<file path="src/hw/rtl/bce_pkg.sv">
// Shared types, constants and helper functions for the BCD calendar to epoch converter.
package bce_pkg;

    localparam int unsigned SecsPerDay  = 86400;
    localparam int unsigned SecsPerHour = 3600;
    localparam int unsigned SecsPerMin  = 60;
    localparam int unsigned DaysPerYear = 365;
    // 2000 - 1970: whole years from the epoch to the start of the century
    localparam int unsigned CenturyYears = 30;

    localparam logic [7:0] SecMask   = 8'h7F;
    localparam logic [7:0] MinMask   = 8'h7F;
    localparam logic [7:0] HourMask  = 8'h3F;
    localparam logic [7:0] DateMask  = 8'h3F;
    localparam logic [7:0] MonthMask = 8'h1F;

    localparam logic [3:0] MonthJan = 4'd1;
    localparam logic [3:0] MonthFeb = 4'd2;
    localparam logic [3:0] MonthDec = 4'd12;

    // Decoded calendar fields, after stage 1
    typedef struct packed {
        logic [6:0] sec;
        logic [6:0] min;
        logic [5:0] hour;
        logic [5:0] mday;
        logic [3:0] month;
        logic [7:0] year;
        logic       bad_month;
    } dec_fields_t;

    // Day count and seconds within the day, after stage 2
    typedef struct packed {
        logic [16:0]        days;
        logic signed [18:0] subday;
        logic               bad_month;
    } day_fields_t;

    // Face-value BCD decode: high nibble * 10 + low nibble
    function automatic logic [7:0] bcd_decode(input logic [7:0] b);
        bcd_decode = {1'b0, b[7:4], 3'b000} + {3'b000, b[7:4], 1'b0} + {4'b0000, b[3:0]};
    endfunction

    // Days before the first of each month in a common year
    function automatic logic [8:0] days_before_month(input logic [3:0] m);
        unique case (m)
            4'd1:    days_before_month = 9'd0;
            4'd2:    days_before_month = 9'd31;
            4'd3:    days_before_month = 9'd59;
            4'd4:    days_before_month = 9'd90;
            4'd5:    days_before_month = 9'd120;
            4'd6:    days_before_month = 9'd151;
            4'd7:    days_before_month = 9'd181;
            4'd8:    days_before_month = 9'd212;
            4'd9:    days_before_month = 9'd243;
            4'd10:   days_before_month = 9'd273;
            4'd11:   days_before_month = 9'd304;
            4'd12:   days_before_month = 9'd334;
            default: days_before_month = 9'd0;
        endcase
    endfunction

endpackage

</file>
<file path="src/hw/rtl/bce_decode.sv">
// Stage 1: masks the raw register bytes (all but the year), decodes BCD and checks the month.
module bce_decode (
    input  logic                 aclk,
    input  logic                 aresetn,
    input  logic                 in_valid,
    output logic                 in_ready,
    input  logic [47:0]          in_data,
    output logic                 out_valid,
    input  logic                 out_ready,
    output bce_pkg::dec_fields_t out_data
);

    logic                 valid_reg;
    logic                 valid_next;
    bce_pkg::dec_fields_t data_reg;
    bce_pkg::dec_fields_t data_next;
    logic [7:0]           sec_dec;
    logic [7:0]           min_dec;
    logic [7:0]           hour_dec;
    logic [7:0]           mday_dec;
    logic [7:0]           month_dec;
    logic [7:0]           year_dec;
    logic                 bad;

    assign in_ready  = !valid_reg || out_ready;
    assign out_valid = valid_reg;
    assign out_data  = data_reg;

    always_comb begin
        sec_dec   = bce_pkg::bcd_decode(in_data[7:0]   & bce_pkg::SecMask);
        min_dec   = bce_pkg::bcd_decode(in_data[15:8]  & bce_pkg::MinMask);
        hour_dec  = bce_pkg::bcd_decode(in_data[23:16] & bce_pkg::HourMask);
        mday_dec  = bce_pkg::bcd_decode(in_data[31:24] & bce_pkg::DateMask);
        month_dec = bce_pkg::bcd_decode(in_data[39:32] & bce_pkg::MonthMask);
        year_dec  = bce_pkg::bcd_decode(in_data[47:40]);
        bad = (month_dec < 8'(bce_pkg::MonthJan)) || (month_dec > 8'(bce_pkg::MonthDec));

        data_next.sec       = sec_dec[6:0];
        data_next.min       = min_dec[6:0];
        data_next.hour      = hour_dec[5:0];
        data_next.mday      = mday_dec[5:0];
        data_next.month     = bad ? bce_pkg::MonthJan : month_dec[3:0];
        data_next.year      = year_dec;
        data_next.bad_month = bad;

        valid_next = in_ready ? in_valid : valid_reg;
    end

    always_ff @(posedge aclk) begin
        if (!aresetn) begin
            valid_reg <= 1'b0;
        end else begin
            valid_reg <= valid_next;
        end
    end

    always_ff @(posedge aclk) begin
        if (in_valid && in_ready) begin
            data_reg <= data_next;
        end
    end

endmodule

</file>
<file path="src/hw/rtl/bce_days.sv">
// Stage 2: day count since the epoch and offset-adjusted seconds within the day.
module bce_days (
    input  logic                 aclk,
    input  logic                 aresetn,
    input  logic [4:0]           utc_offset,
    input  logic                 in_valid,
    output logic                 in_ready,
    input  bce_pkg::dec_fields_t in_data,
    output logic                 out_valid,
    input  logic                 out_ready,
    output bce_pkg::day_fields_t out_data
);

    logic                 valid_reg;
    logic                 valid_next;
    bce_pkg::day_fields_t data_reg;
    bce_pkg::day_fields_t data_next;
    logic [7:0]           years;
    logic [16:0]          years_days;
    logic [5:0]           leaps;
    logic                 leap_now;
    logic signed [6:0]    hour_adj;

    assign in_ready  = !valid_reg || out_ready;
    assign out_valid = valid_reg;
    assign out_data  = data_reg;

    always_comb begin
        years      = in_data.year + 8'(bce_pkg::CenturyYears);
        years_days = 17'(years) * 17'(bce_pkg::DaysPerYear);
        // leap days in the years before this one
        leaps      = 6'((9'(years) + 9'd1) >> 2);
        // this year's leap day, once February is over
        leap_now   = (in_data.year[1:0] == 2'b00) && (in_data.month > bce_pkg::MonthFeb);

        data_next.days = years_days + 17'(leaps) + 17'(leap_now)
                       + 17'(bce_pkg::days_before_month(in_data.month))
                       + 17'(in_data.mday) - 17'd1;

        hour_adj = $signed({1'b0, in_data.hour}) + $signed({{2{utc_offset[4]}}, utc_offset});
        data_next.subday = 19'(hour_adj) * 19'sd3600
                         + $signed({12'd0, in_data.min}) * 19'sd60
                         + $signed({12'd0, in_data.sec});
        data_next.bad_month = in_data.bad_month;

        valid_next = in_ready ? in_valid : valid_reg;
    end

    always_ff @(posedge aclk) begin
        if (!aresetn) begin
            valid_reg <= 1'b0;
        end else begin
            valid_reg <= valid_next;
        end
    end

    always_ff @(posedge aclk) begin
        if (in_valid && in_ready) begin
            data_reg <= data_next;
        end
    end

endmodule

</file>
<file path="src/hw/rtl/bce_sum.sv">
// Stage 3: scales days to seconds, adds the time of day, holds the output register.
module bce_sum (
    input  logic                 aclk,
    input  logic                 aresetn,
    input  logic                 in_valid,
    output logic                 in_ready,
    input  bce_pkg::day_fields_t in_data,
    output logic                 out_valid,
    input  logic                 out_ready,
    output logic [31:0]          out_seconds,
    output logic                 out_bad_month
);

    logic        valid_reg;
    logic        valid_next;
    logic [31:0] seconds_reg;
    logic [31:0] seconds_next;
    logic        bad_reg;
    logic [33:0] day_secs;

    assign in_ready      = !valid_reg || out_ready;
    assign out_valid     = valid_reg;
    assign out_seconds   = seconds_reg;
    assign out_bad_month = bad_reg;

    always_comb begin
        day_secs     = 34'(in_data.days) * 34'(bce_pkg::SecsPerDay);
        // total wraps modulo 2^32; a negative time of day borrows from the days
        seconds_next = day_secs[31:0] + 32'(in_data.subday);
        valid_next   = in_ready ? in_valid : valid_reg;
    end

    always_ff @(posedge aclk) begin
        if (!aresetn) begin
            valid_reg <= 1'b0;
        end else begin
            valid_reg <= valid_next;
        end
    end

    always_ff @(posedge aclk) begin
        if (in_valid && in_ready) begin
            seconds_reg <= seconds_next;
            bad_reg     <= in_data.bad_month;
        end
    end

endmodule

</file>
<file path="src/hw/rtl/bcd_calendar_to_epoch_seconds.sv">
// BCD calendar to epoch seconds: top level, three-stage pipeline.
//
// Input stream (s_*): one request carries the six raw RTC calendar bytes
// in s_tdata. Each but the year is masked, all are BCD-decoded; the year means 20xx.
// Output stream (m_*): seconds since 1970-01-01 00:00 in m_tdata, modulo
// 2^32, with m_tuser high when the month byte decodes outside 1..12 (the
// month is then taken as January).
// Config channel (cfg_*): writes the signed hour offset added to the clock
// hour. cfg_ready is always high; write it only while no request is in
// flight.
// Stages: decode, day count, seconds scaling; one register each.
// Throughput: one request per cycle while m_tready is high; every stage
// has its own valid bit, and a stage loads whenever it is empty or the next one takes its contents.
// Stall: when m_tready is low the pipeline fills up and s_tready drops once
// all three stages hold a request; nothing is lost or repeated.
// Reset (aresetn low, synchronous): all stages empty, offset back to 0.
module bcd_calendar_to_epoch_seconds (
    input  logic        aclk,
    input  logic        aresetn,
    // Input request
    input  logic        s_tvalid,
    output logic        s_tready,
    // [7:0] second_bcd, [15:8] minute_bcd, [23:16] hour_bcd,
    // [31:24] date_bcd, [39:32] month_bcd, [47:40] year_bcd
    input  logic [47:0] s_tdata,
    // Result
    output logic        m_tvalid,
    input  logic        m_tready,
    // [31:0] epoch_seconds
    output logic [31:0] m_tdata,
    // [0] bad_month
    output logic        m_tuser,
    // Config: utc_offset_hours, signed
    input  logic        cfg_valid,
    output logic        cfg_ready,
    input  logic [4:0]  cfg_data
);

    logic                 cfg_write;
    logic [4:0]           utc_offset_reg;
    logic [4:0]           utc_offset_next;

    logic                 dec_valid;
    logic                 dec_ready;
    bce_pkg::dec_fields_t dec_data;
    logic                 day_valid;
    logic                 day_ready;
    bce_pkg::day_fields_t day_data;

    assign cfg_ready       = 1'b1;
    assign cfg_write       = cfg_valid && cfg_ready;
    assign utc_offset_next = cfg_write ? cfg_data : utc_offset_reg;

    always_ff @(posedge aclk) begin
        if (!aresetn) begin
            utc_offset_reg <= 5'd0;
        end else begin
            utc_offset_reg <= utc_offset_next;
        end
    end

    // Stage 1: mask and BCD decode
    bce_decode u_decode (
        .aclk      (aclk),
        .aresetn   (aresetn),
        .in_valid  (s_tvalid),
        .in_ready  (s_tready),
        .in_data   (s_tdata),
        .out_valid (dec_valid),
        .out_ready (dec_ready),
        .out_data  (dec_data)
    );

    // Stage 2: day count and time of day
    bce_days u_days (
        .aclk       (aclk),
        .aresetn    (aresetn),
        .utc_offset (utc_offset_reg),
        .in_valid   (dec_valid),
        .in_ready   (dec_ready),
        .in_data    (dec_data),
        .out_valid  (day_valid),
        .out_ready  (day_ready),
        .out_data   (day_data)
    );

    // Stage 3: total seconds, output register
    bce_sum u_sum (
        .aclk          (aclk),
        .aresetn       (aresetn),
        .in_valid      (day_valid),
        .in_ready      (day_ready),
        .in_data       (day_data),
        .out_valid     (m_tvalid),
        .out_ready     (m_tready),
        .out_seconds   (m_tdata),
        .out_bad_month (m_tuser)
    );

    // Input back-pressure only ever comes from a stalled, full pipeline
    a_stall_only_when_full: assert property (@(posedge aclk) disable iff (!aresetn)
        !s_tready |-> (m_tvalid && !m_tready && day_valid && dec_valid))
        else $error("input stalled while pipeline not full");

    // With the receiver held ready, an accepted request reaches the output
    a_latency: assert property (@(posedge aclk) disable iff (!aresetn)
        (s_tvalid && s_tready && m_tready) ##1 m_tready ##1 m_tready |=> m_tvalid)
        else $error("request did not reach output in three cycles");

    // Reset empties the pipeline
    a_reset_empty: assert property (@(posedge aclk)
        !aresetn |=> (!m_tvalid && !day_valid && !dec_valid))
        else $error("pipeline not empty after reset");

endmodule

</file>
<file path="config.mk">
export PLATFORM = sky130hd
export DESIGN_NAME = bcd_calendar_to_epoch_seconds
export DESIGN_NICKNAME = d
export VERILOG_FILES = /design/src/hw/rtl/bce_pkg.sv /design/src/hw/rtl/bce_decode.sv /design/src/hw/rtl/bce_days.sv /design/src/hw/rtl/bce_sum.sv /design/src/hw/rtl/bcd_calendar_to_epoch_seconds.sv
export SDC_FILE = /design/constraint.sdc
export NUM_CORES = 1
export LEC_CHECK = 0
export BUFFER_PORTS_ARGS = -buffer_cell sky130_fd_sc_hd__clkbuf_2
export CAP_MARGIN = 25
export CORE_UTILIZATION = 55
export DETAILED_ROUTE_END_ITERATION = 10
export GPL_TIMING_DRIVEN = 1
export HOLD_SLACK_MARGIN = 0.05
export PLACE_DENSITY = 0.76
export SYNTH_ARGS = -nofsm -noshare
export SYNTH_HDL_FRONTEND = slang
export SYNTH_SLANG_ARGS = --single-unit
</file>
<file path="constraint.sdc">
create_clock -name aclk -period 5.49 [get_ports aclk]
set_input_delay 0.549 -clock aclk [delete_from_list [all_inputs] [get_ports aclk]]
set_output_delay 0.549 -clock aclk [all_outputs]
set_load 0.01 [all_outputs]
</file>
==> run summary, run 1 <==
Post-DR vias/cell - 5.231
Cell count after synthesis - 1334
Sink Count - 126
Setup TNS - -0.02848 ns
Most frequent cell after synthesis - ha_1
Status - complete, but fails checks
# fillers - 1739
R2R Setup Slk - -0.03 ns
Max Fanout on Critical Path - 3
Syn Nets - 1765
EDFF count, synth - 109
Synthesis-to-layout area growth - 20.97%
Most instantiated cells after synthesis - 262 x ha_1, 240 x inv_1, 111 x fa_1, 109 x edfxtp_1, 83 x xnor2_1
Clock Latency Late Sink - 0.43 ns
Worst R2R Path Depth - 24
FFs w/ async S/R, synth - 0%
ANT nets after route - 0
Synth Area in Compound Gates - 12.03%
Failing checks - setup timing
Unique masters post-synth - 62
Root Buffer - clkbuf_16
Fin. Hold Viols - 0
First-iteration detailed-routing DRC count - 329
Die H - 160.8 um
Yosys top cell area share - 23.65%
IO buf count - 83
Reg2reg end - u_sum.out_seconds[31]
Inst Count DP - 1823
Antenna violations before repair - 0
Global-route wire length before repair - 44860 um
Crit end category - register
GRT Overall Usage - 21.38%
Ys flop type - edfxtp_1
DP Area - 15390 um2
Max-slew violation count - 0
CP startpoint - u_days.out_data[24]
Flip-flop and latch area - 3613 um2
Worst-path clk slew - 0.06 ns
Drt wl/cell - 14.69 um
Vias in the first global route - 10.03k
Rel. slew slack - 31.41%
Final cell count without fillers - 1879
Total core area - 24530 um2
Synth area leader - ha_1
Startpoint Class - register
Remaining DRCs - 0
H-tree depth - 4
Largest net degree at the start of global routing - 38
Post-DP HPWL - 21120 um
WP data arrival - 5.69 ns
Clk buf depth - 2
DP Worst Slack - -0.2098 ns
Row count - 57
Vias - 9829
Cell area after layout - 16770 um2
First-pass DRT Iterations - 4
Seq cells post-synth - 126
Mux cell area share after synthesis - 1.201%
Die ar. - 25840 um2
Dominant cells by area after synthesis - ha_1 24%, edfxtp_1 24%, fa_1 16%
Slew at the pin with the worst max-slew slack - 1.027 ns
Final Critical Period - 5.518 ns
Req. time, crit path - 5.67 ns
Routed wire length - 27600 um
Total CTS buffers - 17
Simple-Gate Fraction of Synth Area - 7.113%
Initial Util - 56.50%
Avg Synthesized Cell Area - 10.39 um2
Hold Path Class - in2reg
Netlist Area Pre-Place - 13860 um2
Register area share after synthesis - 26.07%
Worst r2r src - u_days.out_data[24]
RSZ-0062 raised after global routing - yes
Final worst setup slack - -0.02848 ns
Tcrit/Tclk final - 100.5%
N_diodes - 0
Share of cells above drive strength 1 - 21.99%
# setup viols final - 1
End of the critical path - u_sum.out_seconds[31]
Synth Area in XOR/XNOR - 7.077%
Multi-input gate area - 9936 um2
Overflow left after global routing - 0
Die X - 160.8 um
Num ports - 94
Largest register FFs - 39
Routability Congestion - 0.9016
CTS tree - done
Nets - 1973
Clock skew - 0.01237 ns
Max Cap Viol - 0
YS warnings - 0
FMAX - 0.1812 GHz
Largest family of logic cells by synthesized area - adder cells
Kind of critical path - reg2reg
Synth Area in Adders - 39.68%
-- critical path, cell delays in order (launching register included) --
cell and delay (ns):
edfxtp_1 0.42, buf_4 0.16, ha_4 0.21, xor2_1 0.16, ha_1 0.32, fa_1 0.47, ha_1 0.31, inv_1 0.05
fa_1 0.50, inv_1 0.07, ha_4 0.26, a21oi_4 0.16, o21ai_2 0.09, a2111oi_4 0.35, o21ai_2 0.15, buf_4 0.16
buf_4 0.12, o21a_1 0.19, xor2_1 0.14, ha_1 0.33, o21a_1 0.13, o21ai_2 0.15, nor2_1 0.06, a211oi_2 0.21
xnor2_1 0.09
-- per-stage QoR --
stage	hold slack, ns	util (%)
global route	0.2878	68.34
global placement	0.4000	62.74
CTS	0.2900	65.87
finish	0.2995	68.34
detailed placement	0.4054	62.74
floorplan	0.4003	-
-- per-layer routing --
layer | routed length [um] | share of wire (%) | GRT usage [%] | vias to the layer above
met5 | 0 | 0 | 0 | -
met4 | 502 | 1.8 | 6.518 | 0
met3 | 734 | 2.7 | 2.944 | 36
met2 | 14410 | 52 | 39.30 | 163
met1 | 11950 | 43 | 25.81 | 4663
li1 | - | - | - | 4967
-- repair_timing --
item,4_1_cts,5_1_grt
resized for setup,22,84
hold buffers,0,0
setup endpoints to repair,10,22
pin swaps,11,74
buffers inserted,4,20
-- layout make-up --
class | count | area share (%)
Sequential cell | 126 | 21.55
Multi-Input combinational cell | 960 | 59.26
Timing Repair Buffer | 197 | 7.649
Clock inverter | 13 | 1.112
Tap cell | 324 | 2.418
Inverter | 240 | 5.373
Clock buffer | 19 | 2.642
-- worst min-delay path by stage --
stage	start	depth (start not counted)	to
3_5_place_dp	u_decode.out_data[32]	0	u_days.out_data[1]
3_3_place_gp	u_days.out_data[4]	0	u_sum.out_seconds[3]
4_1_cts	s_tdata[40]	1	u_decode.out_data[1]
2_1_floorplan	u_decode.out_data[0]	0	u_days.out_data[0]
5_1_grt	s_tdata[40]	1	u_decode.out_data[1]
6_report	s_tdata[8]	1	u_decode.out_data[25]
-- layout by cell type (no fill, tap or decap), drive strengths merged, types with 3 or more instances in the layout --
cell type	instances
nand3	18
o31ai	3
nand2	51
o21a	15
ha	262
inv	243
mux2	5
a21o	36
or2	6
nor4b	4
clkbuf	102
xor2	29
dfxtp	17
nor2	59
nor2b	18
fa	111
xnor2	83
mux2i	11
o31a	3
bufinv	4
a21boi	6
o211ai	4
nor3b	4
edfxtp	109
a211oi	12
a2111oi	3
o21ai	56
nand4	4
a21oi	73
a31oi	12
nor3	10
clkinvlp	3
buf	114
and3	8
clkinv	3
o22ai	5
nand2b	11
o21bai	11
-- cells by family (layout without fill, tap and decap cells) --
family	after synthesis	after routing
adder cells (fa/ha/maj)	373	373
AO/OA/AOI/OAI	255	255
buffers and inverters	248	469
AND/OR/NAND/NOR	203	203
flip-flops	126	126
XOR/XNOR	112	112
multiplexers	16	16
other	1	1
Power of run 1 is not shown: default switching activity piles up to over one toggle a cycle in this logic, so the estimate is an artifact.
==> inputs of run 2 (changes only) <==
--- a/config.mk
+++ b/config.mk
@@ -5,9 +5,12 @@
 export SDC_FILE = /design/constraint.sdc
 export NUM_CORES = 1
 export LEC_CHECK = 0
+export ABC_AREA = 1
 export BUFFER_PORTS_ARGS = -buffer_cell sky130_fd_sc_hd__clkbuf_2
 export CAP_MARGIN = 25
 export CORE_UTILIZATION = 55
+export CTS_BUF_LIST = sky130_fd_sc_hd__clkbuf_8
+export CTS_CLUSTER_SIZE = 25
 export DETAILED_ROUTE_END_ITERATION = 10
 export GPL_TIMING_DRIVEN = 1
 export HOLD_SLACK_MARGIN = 0.05
==> run 2 against run 1 <==
  * The run ends with DRC left
  * Via count grew 13%
  * Core utilization shrank 4.6 points
  * Non-clock buffer count is 78 lower
  * Die area up 6.2%
  * Worst hold slack worse by 0.045 ns
  * Worst setup slack better by 0.29 ns
  * Sequential share of layout area increased by 0.14 points
  * Cell count up 16%
  * Synthesized cell count is 28% higher
  * First-iteration DRC count is 59% higher
  * Critical path type unchanged
==> run summary, run 2 <==
Failing checks - DRC
Hold path cells - 1
Critical-path top delay cell - fa_1
Max Fanout on Critical Path - 4
Yosys top cell area share - 22.26%
Startpoint Class - register
EDFF count, synth - 109
Sink Count - 126
Netlist Area Pre-Place - 14730 um2
Share of cells above drive strength 1 - 12.48%
Highest cell delay on the worst timing path - 0.50 ns
Synth Area in XOR/XNOR - 5.523%
R2R Setup Slk - 0.26 ns
Max-slew violation count - 0
Avg Synthesized Cell Area - 8.658 um2
Most frequent cell after synthesis - inv_1
Synth area leader - ha_1
First-iteration detailed-routing DRC count - 522
Worst r2r src - u_days.out_data[23]
Root Buffer - clkbuf_8
Largest family of logic cells by synthesized area - adder cells
Syn Nets - 2132
Dominant cells by area after synthesis - ha_1 22%, edfxtp_1 22%, fa_1 15%
FMAX - 0.1911 GHz
Initial Util - 56.35%
Clk buf depth - 2
Most frequent cells in the layout - 364 x inv_1, 331 x nand2_1, 244 x ha_1
Reg2reg end - u_sum.out_seconds[26]
Hold WS - 0.2547 ns
Nets - 2269
Routability Congestion - 0.9197
N_diodes - 0
Cell count after synthesis - 1701
Status - complete, but fails checks
GRT Overall Usage - 22.56%
Hold path start - s_tdata[16]
Synth Area in Adders - 37.35%
Synth Area in Compound Gates - 6.984%
Total CTS buffers - 17
Most common cell after layout, fill and taps aside - inv_1
Routed wire length - 30170 um
Largest register FFs - 39
H-tree depth - 4
WHS Endpoint - u_decode.out_data[19]
Max Cap Viol - 0
Register area share after synthesis - 24.54%
Crit path max-delay family - adder cells
Mux cell area share after synthesis - 0%
Die X - 165.6 um
Row count - 59
Die ar. - 27430 um2
Post-DR vias/cell - 5.087
Remaining DRCs - 6
YS warnings - 0
Post-DP HPWL - 25200 um
Fin. Hold Viols - 0
Kind of critical path - reg2reg
Clock skew - 0.02842 ns
Global-route wire length before repair - 50780 um
Ys flop type - edfxtp_1
Num ports - 94
Vias in the first global route - 11.13k
Most instantiated cells after synthesis - 366 x inv_1, 336 x nand2_1, 262 x ha_1, 111 x fa_1, 109 x edfxtp_1
Final Critical Period - 5.233 ns
Simple-Gate Fraction of Synth Area - 16.12%
Worst path cell trace - ha_1, inv_1, fa_1, inv_1, fa_1, ha_1, inv_1, fa_1, inv_1, ha_4, a21oi_1, nor2_1, nor2_1, nand2_1, a21oi_1, xnor2_1, ha_1, nand2_1, nor4_2, nand2_1, nand2_1, nand2_1, nand3_1, nand2_1
Die H - 165.6 um
# setup viols final - 0
Req. time, crit path - 5.71 ns
Cell mode on critical path - nand2_1
ANT nets after route - 0
Worst-path clk slew - 0.10 ns
Drt wl/cell - 13.80 um
Crit end category - register
# fillers - 2184
CTS tree - done
Tcrit/Tclk final - 95.32%
IO buf count - 83
Overflow left after global routing - 0
Synthesis-to-layout area growth - 13.14%
Unique masters post-synth - 44
Vias - 11.12k
Rel. slew slack - 37.83%
Slew at the pin with the worst max-slew slack - 0.9326 ns
WP data arrival - 5.45 ns
Antenna violations before repair - 0
Hold Path Class - in2reg
Largest net degree at the start of global routing - 49
FFs w/ async S/R, synth - 0%
Total core area - 26130 um2
WP buf/inv - 4
Seq cells post-synth - 126
First-pass DRT Iterations - 8
Worst R2R Path Depth - 24
Clock Latency Late Sink - 0.46 ns
run 2: cell count changes after synthesis, sizes merged, moves of 21 or more:
cell,delta
a21o,-28
inv,+128
nand2,+291
nand3,+66
nor2,+32
o21ai,-21
xnor2,-52
xor2,+32
run 2: cells by family after synthesis:
logic type      after synthesis
fa+ha+maj                   373
buf+inv                     369
flops                       126
xor+xnor                     92
simple gates                564
compound gates              176
other cells                   1
run 2: how the worst max path moves through the flow:
stage	endpoint	cells after the start	slack, ns	from
2_1_floorplan	u_days.out_data[35]	24	0.28	u_decode.out_data[2]
3_5_place_dp	u_days.out_data[36]	21	-0.05	u_decode.out_data[2]
4_1_cts	u_days.out_data[36]	21	0.05	u_decode.out_data[2]
3_3_place_gp	u_days.out_data[36]	21	0.09	u_decode.out_data[2]
5_1_grt	u_sum.out_seconds[31]	28	-0.007	u_days.out_data[25]
6_report	u_sum.out_seconds[26]	24	0.26	u_days.out_data[23]
run 2: area by class of cell:
type,count,area (um2),area share (%)
clock inverters,15,224.0,1.344
multi-input cells,1206,10090,60.54
clock buffers,17,234.0,1.404
inverters,368,1386,8.320
well taps,335,419.2,2.516
flip-flops and latches,126,3613,21.69
repair buffers,119,698.2,4.190
run 2: what timing repair did:
item	in CTS	in global routing
setup buffers	0	10
cloned	0	0
hold buffers	0	0
resized for setup	1	70
pin swaps	0	13
setup endpoints to repair	3	25
run 2: metal layers:
metal  track usage [%]  share of wire (%)
met5                 0                  0
met3             2.366                2.6
met1             29.00                 46
met4             6.461                1.9
met2             40.22                 50
run 2: stage by stage:
step | area [um2] | TNS, ns | cells | utilization (%) | worst slack (ns)
4_1_cts | 16230 | 0 | 2176 | 62.11 | 0.05499
6_report | 16660 | 0 | 2186 | 63.76 | 0.2570
3_5_place_dp | 15770 | -0.07864 | 2144 | 60.36 | -0.04769
2_1_floorplan | 14730 | 0 | 1701 | - | 0.2781
5_1_grt | 16660 | -0.01194 | 2186 | 63.76 | -0.007023
3_3_place_gp | 15750 | 0 | 2143 | 60.28 | 0.08651
Power of run 2 is left out for the same reason.
